==> config.mk <==
export PLATFORM = sky130hd
export DESIGN_NAME = tone_sequence_player
export DESIGN_NICKNAME = d
export VERILOG_FILES = /design/src/rtl/core/tsp_pkg.sv /design/src/rtl/core/tsp_ram.sv /design/src/rtl/core/tone_sequence_player.sv
export VERILOG_INCLUDE_DIRS = /design/src /design/src/rtl/core
export SDC_FILE = /design/constraint.sdc
export NUM_CORES = 1
export LEC_CHECK = 0
export BUFFER_PORTS_ARGS = -buffer_cell sky130_fd_sc_hd__buf_2
export CAP_MARGIN = 0
export CORE_MARGIN = 2
export CORE_UTILIZATION = 69
export CTS_BUF_LIST = sky130_fd_sc_hd__clkbuf_2
export CTS_CLUSTER_SIZE = 12
export DETAILED_ROUTE_END_ITERATION = 10
export MAX_ROUTING_LAYER = met4
export PLACE_DENSITY = 0.92
export SYNTH_ARGS = -nofsm -noshare
export SYNTH_HDL_FRONTEND = slang
export SYNTH_HIERARCHICAL = 1
export SYNTH_SLANG_ARGS = --single-unit
==> constraint.sdc <==
create_clock -name clk_i -period 12.3 [get_ports clk_i]
set_input_delay 1.845 -clock clk_i [delete_from_list [all_inputs] [get_ports clk_i]]
set_output_delay 1.845 -clock clk_i [all_outputs]
set_load 0.02 [all_outputs]
==> src/rtl/core/assert_macros.svh <==
// assertion helpers shared by the rtl
`ifndef ASSERT_MACROS_SVH
`define ASSERT_MACROS_SVH

// property checked on every rising clock edge outside reset
`define ASSERT_CLK(lbl, clk, rst_n, prop) \
  lbl: assert property (@(posedge clk) disable iff (!rst_n) (prop)) \
    else $error("assertion failed");

// condition that must never be true outside reset
`define ASSERT_NEVER(lbl, clk, rst_n, cond) \
  lbl: assert property (@(posedge clk) disable iff (!rst_n) !(cond)) \
    else $error("forbidden condition seen");

`endif

==> src/rtl/core/tsp_pkg.sv <==
package tsp_pkg;

  localparam int unsigned REQ_W  = 2;
  localparam int unsigned SLOT_W = 4;
  localparam int unsigned MS_W   = 16;
  localparam int unsigned FREQ_W = 16;
  localparam int unsigned LEN_IN_W = 8;
  localparam int unsigned STEP_OUT_W = 4;

  localparam logic [MS_W-1:0] MS_MAX = '1;

  typedef enum logic [REQ_W-1:0] {
    REQ_TICK  = 2'd0,
    REQ_WRITE = 2'd1,
    REQ_START = 2'd2
  } req_e;

  typedef enum logic [1:0] {
    ST_IDLE,
    ST_EXEC,
    ST_OUT
  } state_e;

  // one table entry as held in the step memory
  typedef struct packed {
    logic [FREQ_W-1:0] freq;
    logic [MS_W-1:0]   tone_ms;
    logic [MS_W-1:0]   pause_ms;
  } step_t;

endpackage

==> src/rtl/core/tsp_ram.sv <==
module tsp_ram #(
  parameter int unsigned WIDTH = 48,
  parameter int unsigned DEPTH = 16,
  localparam int unsigned AW = (DEPTH > 1) ? $clog2(DEPTH) : 1
) (
  input  logic             clk_i,
  input  logic             we_i,
  input  logic [AW-1:0]    waddr_i,
  input  logic [WIDTH-1:0] wdata_i,
  input  logic [AW-1:0]    raddr_i,
  output logic [WIDTH-1:0] rdata_o
);

  logic [WIDTH-1:0] mem_q [DEPTH];
  logic [WIDTH-1:0] rdata_q;

  always_ff @(posedge clk_i) begin
    if (we_i) begin
      mem_q[waddr_i] <= wdata_i;
    end
    rdata_q <= mem_q[raddr_i];
  end

  assign rdata_o = rdata_q;

endmodule

==> src/rtl/core/tone_sequence_player.sv <==
// A request accepted in idle runs through the exec and out states; the result is
// shown for one cycle with done_o in the out state. A new request is taken only
// back in idle, and the step memory is read before and after the state update.
// reset: playback stopped, step 0, length 0; the step table is not cleared
module tone_sequence_player #(
  parameter int unsigned MAX_SEQ_STEPS = 16
) (
  input  logic        clk_i,
  input  logic        rst_ni,
  input  logic        start,
  output logic        busy,
  input  logic [1:0]  req_type_i,
  input  logic [3:0]  step_slot_i,
  input  logic [15:0] step_freq_i,
  input  logic [15:0] step_tone_ms_i,
  input  logic [15:0] step_pause_ms_i,
  input  logic [7:0]  seq_length_i,
  output logic        done_o,
  output logic        tone_on_o,
  output logic [15:0] tone_freq_o,
  output logic        playing_o,
  output logic [3:0]  current_step_o,
  output logic        finished_o
);

  `include "assert_macros.svh"

  localparam int unsigned IDX_W = (MAX_SEQ_STEPS > 1) ? $clog2(MAX_SEQ_STEPS) : 1;
  localparam int unsigned LEN_W = $clog2(MAX_SEQ_STEPS + 1);
  localparam int unsigned EXT_W = (IDX_W > tsp_pkg::SLOT_W) ? IDX_W : tsp_pkg::SLOT_W;
  localparam int unsigned ENTRY_W = $bits(tsp_pkg::step_t);

  tsp_pkg::state_e state_q, state_d;

  logic [tsp_pkg::REQ_W-1:0]    req_q;
  logic [tsp_pkg::LEN_IN_W-1:0] len_in_q;

  logic [LEN_W-1:0]        act_len_q, act_len_d;
  logic [IDX_W-1:0]        step_idx_q, step_idx_d;
  logic                    playing_q, playing_d;
  logic                    pause_q, pause_d;
  logic [tsp_pkg::MS_W-1:0] elapsed_q, elapsed_d;
  logic                    fin_q, fin_d;

  logic                    accept;
  logic                    ram_we;
  logic [EXT_W-1:0]        slot_ext;
  logic [EXT_W-1:0]        idx_ext;
  logic [IDX_W-1:0]        ram_raddr;
  tsp_pkg::step_t          ram_wdata;
  tsp_pkg::step_t          ram_rdata;
  logic [ENTRY_W-1:0]      ram_rdata_raw;
  logic [tsp_pkg::MS_W-1:0] elapsed_inc;
  logic [LEN_W:0]          idx_next;
  logic [LEN_W-1:0]        len_clamped;

  assign accept   = start && !busy;
  assign slot_ext = EXT_W'(step_slot_i);
  assign idx_ext  = EXT_W'(step_idx_q);

  // table writes go straight to memory in the accept cycle
  assign ram_we = accept && (req_type_i == tsp_pkg::REQ_WRITE) &&
                  (32'(step_slot_i) < MAX_SEQ_STEPS);
  assign ram_wdata = '{freq: step_freq_i, tone_ms: step_tone_ms_i,
                       pause_ms: step_pause_ms_i};

  // read current step on accept, the updated step during exec
  assign ram_raddr = (state_q == tsp_pkg::ST_EXEC) ? step_idx_d : step_idx_q;

  tsp_ram #(
    .WIDTH(ENTRY_W),
    .DEPTH(MAX_SEQ_STEPS)
  ) u_step_ram (
    .clk_i  (clk_i),
    .we_i   (ram_we),
    .waddr_i(slot_ext[IDX_W-1:0]),
    .wdata_i(ram_wdata),
    .raddr_i(ram_raddr),
    .rdata_o(ram_rdata_raw)
  );

  assign ram_rdata = tsp_pkg::step_t'(ram_rdata_raw);

  assign elapsed_inc = (elapsed_q == tsp_pkg::MS_MAX) ? elapsed_q : elapsed_q + 1'b1;
  assign idx_next    = (LEN_W + 1)'(step_idx_q) + 1'b1;
  assign len_clamped = (32'(len_in_q) > MAX_SEQ_STEPS) ? LEN_W'(MAX_SEQ_STEPS)
                                                       : LEN_W'(len_in_q);

  always_comb begin
    state_d    = state_q;
    act_len_d  = act_len_q;
    step_idx_d = step_idx_q;
    playing_d  = playing_q;
    pause_d    = pause_q;
    elapsed_d  = elapsed_q;
    fin_d      = fin_q;
    case (state_q)
      tsp_pkg::ST_IDLE: begin
        if (accept) begin
          state_d = tsp_pkg::ST_EXEC;
        end
      end
      tsp_pkg::ST_EXEC: begin
        state_d = tsp_pkg::ST_OUT;
        fin_d   = 1'b0;
        case (req_q)
          tsp_pkg::REQ_TICK: begin
            if (playing_q) begin
              elapsed_d = elapsed_inc;
              if (!pause_q) begin
                if (elapsed_inc >= ram_rdata.tone_ms) begin
                  pause_d   = 1'b1;
                  elapsed_d = '0;
                end
              end else if (elapsed_inc >= ram_rdata.pause_ms) begin
                if (idx_next >= (LEN_W + 1)'(act_len_q)) begin
                  // last step done
                  playing_d = 1'b0;
                  pause_d   = 1'b0;
                  elapsed_d = '0;
                  fin_d     = 1'b1;
                end else begin
                  step_idx_d = idx_next[IDX_W-1:0];
                  pause_d    = 1'b0;
                  elapsed_d  = '0;
                end
              end
            end
          end
          tsp_pkg::REQ_START: begin
            step_idx_d = '0;
            pause_d    = 1'b0;
            elapsed_d  = '0;
            if (len_clamped == '0) begin
              playing_d = 1'b0;
            end else begin
              act_len_d = len_clamped;
              playing_d = 1'b1;
            end
          end
          default: ;
        endcase
      end
      tsp_pkg::ST_OUT: begin
        state_d = tsp_pkg::ST_IDLE;
      end
      default: state_d = tsp_pkg::ST_IDLE;
    endcase
  end

  always_ff @(posedge clk_i or negedge rst_ni) begin
    if (!rst_ni) begin
      state_q    <= tsp_pkg::ST_IDLE;
      act_len_q  <= '0;
      step_idx_q <= '0;
      playing_q  <= 1'b0;
      pause_q    <= 1'b0;
      elapsed_q  <= '0;
      fin_q      <= 1'b0;
    end else begin
      state_q    <= state_d;
      act_len_q  <= act_len_d;
      step_idx_q <= step_idx_d;
      playing_q  <= playing_d;
      pause_q    <= pause_d;
      elapsed_q  <= elapsed_d;
      fin_q      <= fin_d;
    end
  end

  always_ff @(posedge clk_i) begin
    if (accept) begin
      req_q    <= req_type_i;
      len_in_q <= seq_length_i;
    end
  end

  assign busy           = (state_q != tsp_pkg::ST_IDLE);
  assign done_o         = (state_q == tsp_pkg::ST_OUT);
  assign tone_on_o      = playing_q && !pause_q;
  assign tone_freq_o    = playing_q ? ram_rdata.freq : '0;
  assign playing_o      = playing_q;
  assign current_step_o = idx_ext[tsp_pkg::STEP_OUT_W-1:0];
  assign finished_o     = fin_q;

  `ASSERT_CLK(a_accept_busy, clk_i, rst_ni, accept |=> busy)
  `ASSERT_CLK(a_done_after_exec, clk_i, rst_ni,
              done_o |-> $past(state_q == tsp_pkg::ST_EXEC))
  `ASSERT_NEVER(a_finished_playing, clk_i, rst_ni, done_o && finished_o && playing_o)
  `ASSERT_CLK(a_idx_range, clk_i, rst_ni, 32'(step_idx_q) < MAX_SEQ_STEPS)

endmodule
* Word level (Yosys, flattened, before mapping)
Memories as Yosys holds them, arrays and structs flattened. A register that Yosys moved wholly into a read port is not among the register bits. Index checks and enable logic that the tools add are counted.
Cells by class: $lt $le $gt $ge 4, add/sub/neg operators 2, bitwise gates (word level) 1, eq/ne operators 7, muxes and demuxes 35, reduce and logical (&&, ||, !) cells 13
Operators with widths (number):
- $mux 16 | 6
- $ge 16x16->1 | 2
- $pmux 16 s2 | 1
- $mux 4 | 6
- $add 16x1->16 const B | 1
- $eq 16x16->1 const B | 1
- $mux 1 | 16
- $gt 8x5->1 const B | 1
- $pmux 4 s2 | 1
- $reduce_and 3->1 | 2
- $add 4x1->5 const B | 1
- $ge 5x5->1 | 1
- $logic_not 5->1 | 1
- $mux 5 | 1
- $eq 2x1->1 const B | 2
- $eq 2x2->1 const B | 2
- $logic_not 2->1 | 2
- $ne 2x2->1 const B | 2
- $pmux 1 s2 | 2
- $pmux 2 s2 | 1
- $reduce_bool 2->1 | 2
- $logic_and 1x1->1 | 3
- $logic_not 1->1 | 2
- $mux 2 | 1
- 2 further kinds | 2
Word-level totals: flip-flop bits (word level) 40, output and inout port bits 25, input port bits 65, memories 1, bits in writable memories 768
Memories:
- u_step_ram.mem_q | words 16, bits a word 48, read ports 1, clocked after memory_dff 1, wr ports 1, line tsp_ram.sv:14 | logic [WIDTH-1:0] mem_q [DEPTH];

* Depth between registers and ports, before layout
depth after elaboration 9, depth in mapped cells 22, mapped depth without buffers 17

* Hierarchy
Netlist, hierarchy kept.
Modules (own cells, without submodules):
- tsp_ram | seq. area each 24023.0 um^2, instances 1, area an instance 29691.0 um^2, cells each 1242
- tone_sequence_player | seq. area each 1051.0 um^2, instances 1, area an instance 2985.4 um^2, cells each 326

* Worst setup path after synthesis
No wires, ideal clock.
kind input -> register, from input start, to memory u_step_ram.mem_q[0][0] (enable), data arrival time 6.172 ns, buffers on the path 0, stages 4, path slack 5.615 ns, required time 11.787 ns, cell sequence inv_1 -> nor4b_1 -> or3b_2 -> nor3_1
On the way: word-level cells in the longest chain between the ends 4
Ends and longest elaborated chain:
- start, declared | line tone_sequence_player.sv:10 | input logic start,
- $logic_and 1x1->1 | line tone_sequence_player.sv:57 | assign accept = start && !busy;
- $logic_and 1x1->1 | line tone_sequence_player.sv:62 | assign ram_we = accept && (req_type_i == tsp_pkg::REQ_WRITE) &&
- named net ram_we | line tone_sequence_player.sv:46 | logic ram_we;
- $mux 1 | line tsp_ram.sv:18 | if (we_i) begin
- $mux 1 (not written as such) | line tsp_ram.sv:19 | mem_q[waddr_i] <= wdata_i;
- end, declared | line tsp_ram.sv:14
The timed path passes the listed nets, and every way through them passes these cells.

* Final worst setup path
from register elapsed_q[8] (netlist name), to register u_step_ram.rdata_q[35] (netlist: u_step_ram/rdata_o[35]), read port of u_step_ram.mem_q
On the way: word-level cells in the longest chain between the ends 9
Ends and longest elaborated chain:
- start, declared | line tone_sequence_player.sv:42 | logic [tsp_pkg::MS_W-1:0] elapsed_q, elapsed_d;
- start signal, assigned | line tone_sequence_player.sv:166 | elapsed_q <= elapsed_d;
- $add 16x1->16 / $eq 16x16->1 (equally long branches) | line tone_sequence_player.sv:84 | assign elapsed_inc = (elapsed_q == tsp_pkg::MS_MAX) ? elapsed_q : elapsed_q + 1'b1;
- $mux 16 (*) | line tone_sequence_player.sv:84
- $ge 16x16->1 (*) | line tone_sequence_player.sv:115 | end else if (elapsed_inc >= ram_rdata.pause_ms) begin
- $mux 4 (*) | line tone_sequence_player.sv:115
- $mux 4 (*) | line tone_sequence_player.sv:110 | if (!pause_q) begin
- $mux 4 (*) | line tone_sequence_player.sv:108 | if (playing_q) begin
- $pmux 4 s2 (*) | line tone_sequence_player.sv:106 | case (req_q)
- $mux 4 (*) | line tone_sequence_player.sv:97 | case (state_q)
- $mux 4 (*) | line tone_sequence_player.sv:68 | assign ram_raddr = (state_q == tsp_pkg::ST_EXEC) ? step_idx_d : step_idx_q;
- named net ram_raddr[0] | line tone_sequence_player.sv:49 | logic [IDX_W-1:0] ram_raddr;
- end, declared | line tsp_ram.sv:15 | logic [WIDTH-1:0] rdata_q;
Mark *: on every way through the listed nets, which the timed path passes. The rest lies on a longest branch. A chain may end at the register's enable or synchronous reset.

==> flow_summary.json <==
{
  "seqCellArea_um2": 25070,
  "rows": 79,
  "postSynthCellCount": 1568,
  "io_pins": 90,
  "arrival_ns": 7.75,
  "antenna_found_initial": 8,
  "synth_top_family_by_area": "multiplexers",
  "cts_buffers": 193,
  "yosysSeqAreaShare": 0.7673,
  "drt-total-wl_um": 73490,
  "cts_tree": "built",
  "outcome": "complete, but fails checks",
  "fmax_ghz": 0.1542,
  "synth_area_um2": 32680,
  "setup_viol": 0,
  "period_minus_slack_ns": 6.485,
  "grt_pass1_vias": 17834,
  "dieArea_um2": 49110,
  "crit_family": "simple AND/OR/NAND/NOR gates",
  "final_layout_size_suffix_gt1_frac": 0.3394,
  "finalCritPeriodShare": 0.5272,
  "grt_max_degree": 194,
  "async_flop_share": 0.03505,
  "drc_errors": 12,
  "synth-main-ff-cell": "edfxtp_1",
  "yosys.area_share.adder": 0.01493,
  "die_h_um": 221.6,
  "synth_edf_count": 778,
  "timing_worst_setup_path_type": "reg2reg",
  "synth-xor-area-share": 0.002948,
  "slew_violations": 0,
  "core-area_um2": 46650,
  "cts_setup_buffers": 0,
  "tightest_slew_ns": 1.186,
  "post_drt_wl_per_cell_um": 28.39,
  "worstPathCellList": "and4_1 > and3_1 > nand2b_1 > or3_1 > nand4_1 > xnor2_1 > ha_1 > a21o_1 > nand3_1 > a211oi_1 > or4_4 > and4_4 > a21o_1 > a21oi_4 > buf_4 > buf_12 > mux4_2 > a22oi_1 > nand2_1",
  "synth_seq_cells": 856,
  "die_w_um": 221.6,
  "via_per_inst": 6.631,
  "nNetsFinal": 1913,
  "critPathMaxStageDelay_ns": 0.70,
  "clk_pin_slew_ns": 0.11,
  "grt_remaining_overflow": 0,
  "io_buffers": 89,
  "final_common_cell": "edfxtp_1",
  "insertion_delay_ns": 1.45,
  "grt_pass1_wl_um": 108800,
  "crit_buf_inv": 2,
  "drt_iter0_markers": 2103,
  "grtUsageTotal": 0.3191,
  "hold_path.class": "reg2reg",
  "ir_worst_vdd_v": 0.0001277,
  "cts.sinks": 856,
  "htreeDepth": 4,
  "ys_warn_count": 6,
  "whs_ns": 0.4926,
  "first_pass_iters": 9,
  "crit_fanout": 126,
  "worstPathRequired_ns": 13.57,
  "via_count": 17167,
  "hpwl_um": 37630,
  "p_leak_nw": 12.05,
  "ctsResizeCount": 0,
  "rsz0062_at_grt": "false",
  "worst_setup_path_start_kind": "flop",
  "multi_input_area_um2": 7269,
  "fin_tns_setup_ns": 0,
  "synth_cell_types": 55,
  "cts_max_path_buffers": 3,
  "slew_headroom": 0.2091,
  "fillers": 2425,
  "syn_nets": 1672,
  "power_density_nw_per_um2": 142.2,
  "synth_compound_area_frac": 0.03687,
  "place_congestion": 0.8818,
  "violations": "DRC",
  "synth-simple-area-share": 0.02975,
  "clockRootBuffer": "clkbuf_2",
  "cp_slowest_cell": "buf_12",
  "avgSynthCellArea_um2": 20.84,
  "cp-end-kind": "flop",
  "crit_path_frequent_cell": "a21o_1",
  "ant_nets": 0,
  "cts_hold_buffers": 0,
  "final-hold-violation-count": 0,
  "skew_ns": 0.1500,
  "synthToLayoutAreaGrowth_pct": 9.404,
  "synth_mux_area_frac": 0.1330,
  "layout_common_cells": "edfxtp_1 (778), clkbuf_2 (310), mux4_2 (192)",
  "initial_utilization": 0.7004,
  "max_cap_viol_count": 0
}
-- Yosys cell counts (all sizes together) (3+ instances only) --
cell,n,area share
o211ai,5,0.0011
nand2b,8,0.0018
nor3,9,0.0014
a211oi,5,0.0013
clkbuf,29,0.0033
buf,41,0.0072
ha,39,0.015
a21oi,12,0.0018
xor2,4,0.0011
a22oi,97,0.022
nor2,28,0.0032
and3,3,0.00057
and4,4,0.0012
nand4,7,0.0013
dfrtp,30,0.023
o21ai,6,0.00092
dfxtp,48,0.029
xnor2,7,0.0019
a22o,14,0.0038
nor4,4,0.00077
or2,3,0.00057
nor2b,5,0.00096
mux4,192,0.13
edfxtp,778,0.71
nand2,85,0.0098
nand3,16,0.0025
and2,17,0.0033
inv,40,0.0046
a21o,7,0.0016
-- stage by stage --
stage               instances  utilization  setup WS, ns  total power [mW]  cell area (µm²)
floorplan                1568            -         5.615             3.320            32680
global placement         2221       0.7272         6.199             3.377            33930
detailed placement       2221       0.7272         5.923             3.387            33930
CTS                      2581       0.7658         5.844             5.120            35730
global route             2588       0.7662         5.421             5.285            35750
finish                   2589       0.7663         5.815             5.085            35750
-- layer usage --
layer	track usage	share of wire	vias to the layer above
li1	-	-	7106
met1	0.3994	0.34	8676
met2	0.5131	0.51	1204
met3	0.07964	0.12	181
met4	0.1229	0.030	0
met5	-	0	-
-- tightest hold or removal path, delay by kind of cell, from the launching register on --
family	cells	cell delay, ns
DFF	1	0.36
and+or+nand+nor	2	0.11
-- where the power goes --
group          switching, mW  internal, mW  total [mW]
registers             0.0107          3.18        3.20
logic                 0.0845        0.0419       0.126
clock network           1.07         0.690        1.76
-- layout make-up --
| cell class | instances | area share |
|---|---|---|
| flip-flops and latches | 856 | 0.7014 |
| multi-input cells | 602 | 0.2033 |
| clock buffers | 310 | 0.04340 |
| well taps | 607 | 0.02124 |
| repair buffers | 116 | 0.01883 |
| clock inverters | 50 | 0.007035 |
| inverters | 40 | 0.004200 |
| diodes | 8 | 0.0005600 |
-- state kept, by name, indices dropped and copies added (netlist names) --
name                count
finished_o              1
len_in_q                8
pause_q                 1
u_step_ram/rdata_o     48
current_step_o          4
playing_o               1
elapsed_q              16
u_step_ram/mem_q      768
act_len_q               5
state_q                 2
req_q                   2
-- kinds of logic after synthesis --
kind of cell / after synthesis
AOI/OAI and AO/OA: 159
xor gates and xnor gates: 11
adders and majority gates: 39
buffers and inverters: 110
DFF: 856
muxes: 194
and+or+nand+nor: 199
-- worst paths after layout --
| path | start | to | slack [ns] | depth (start not counted) |
|---|---|---|---|---|
| worst max register to register | elapsed_q[8] | u_step_ram/rdata_o[35] | 5.82 | 19 |
| worst min register to register | act_len_q[2] | act_len_q[2] | 0.49 | 2 |
| worst max-delay path | elapsed_q[8] | u_step_ram/rdata_o[35] | 5.82 | 19 |
| min in group asynchronous | rst_ni | elapsed_q[13] | 0.50 | 1 |
| worst min-delay path | act_len_q[2] | act_len_q[2] | 0.49 | 2 |
| max in group asynchronous | rst_ni | elapsed_q[5] | 11.29 | 1 |
(Power assumes the default switching activity.)
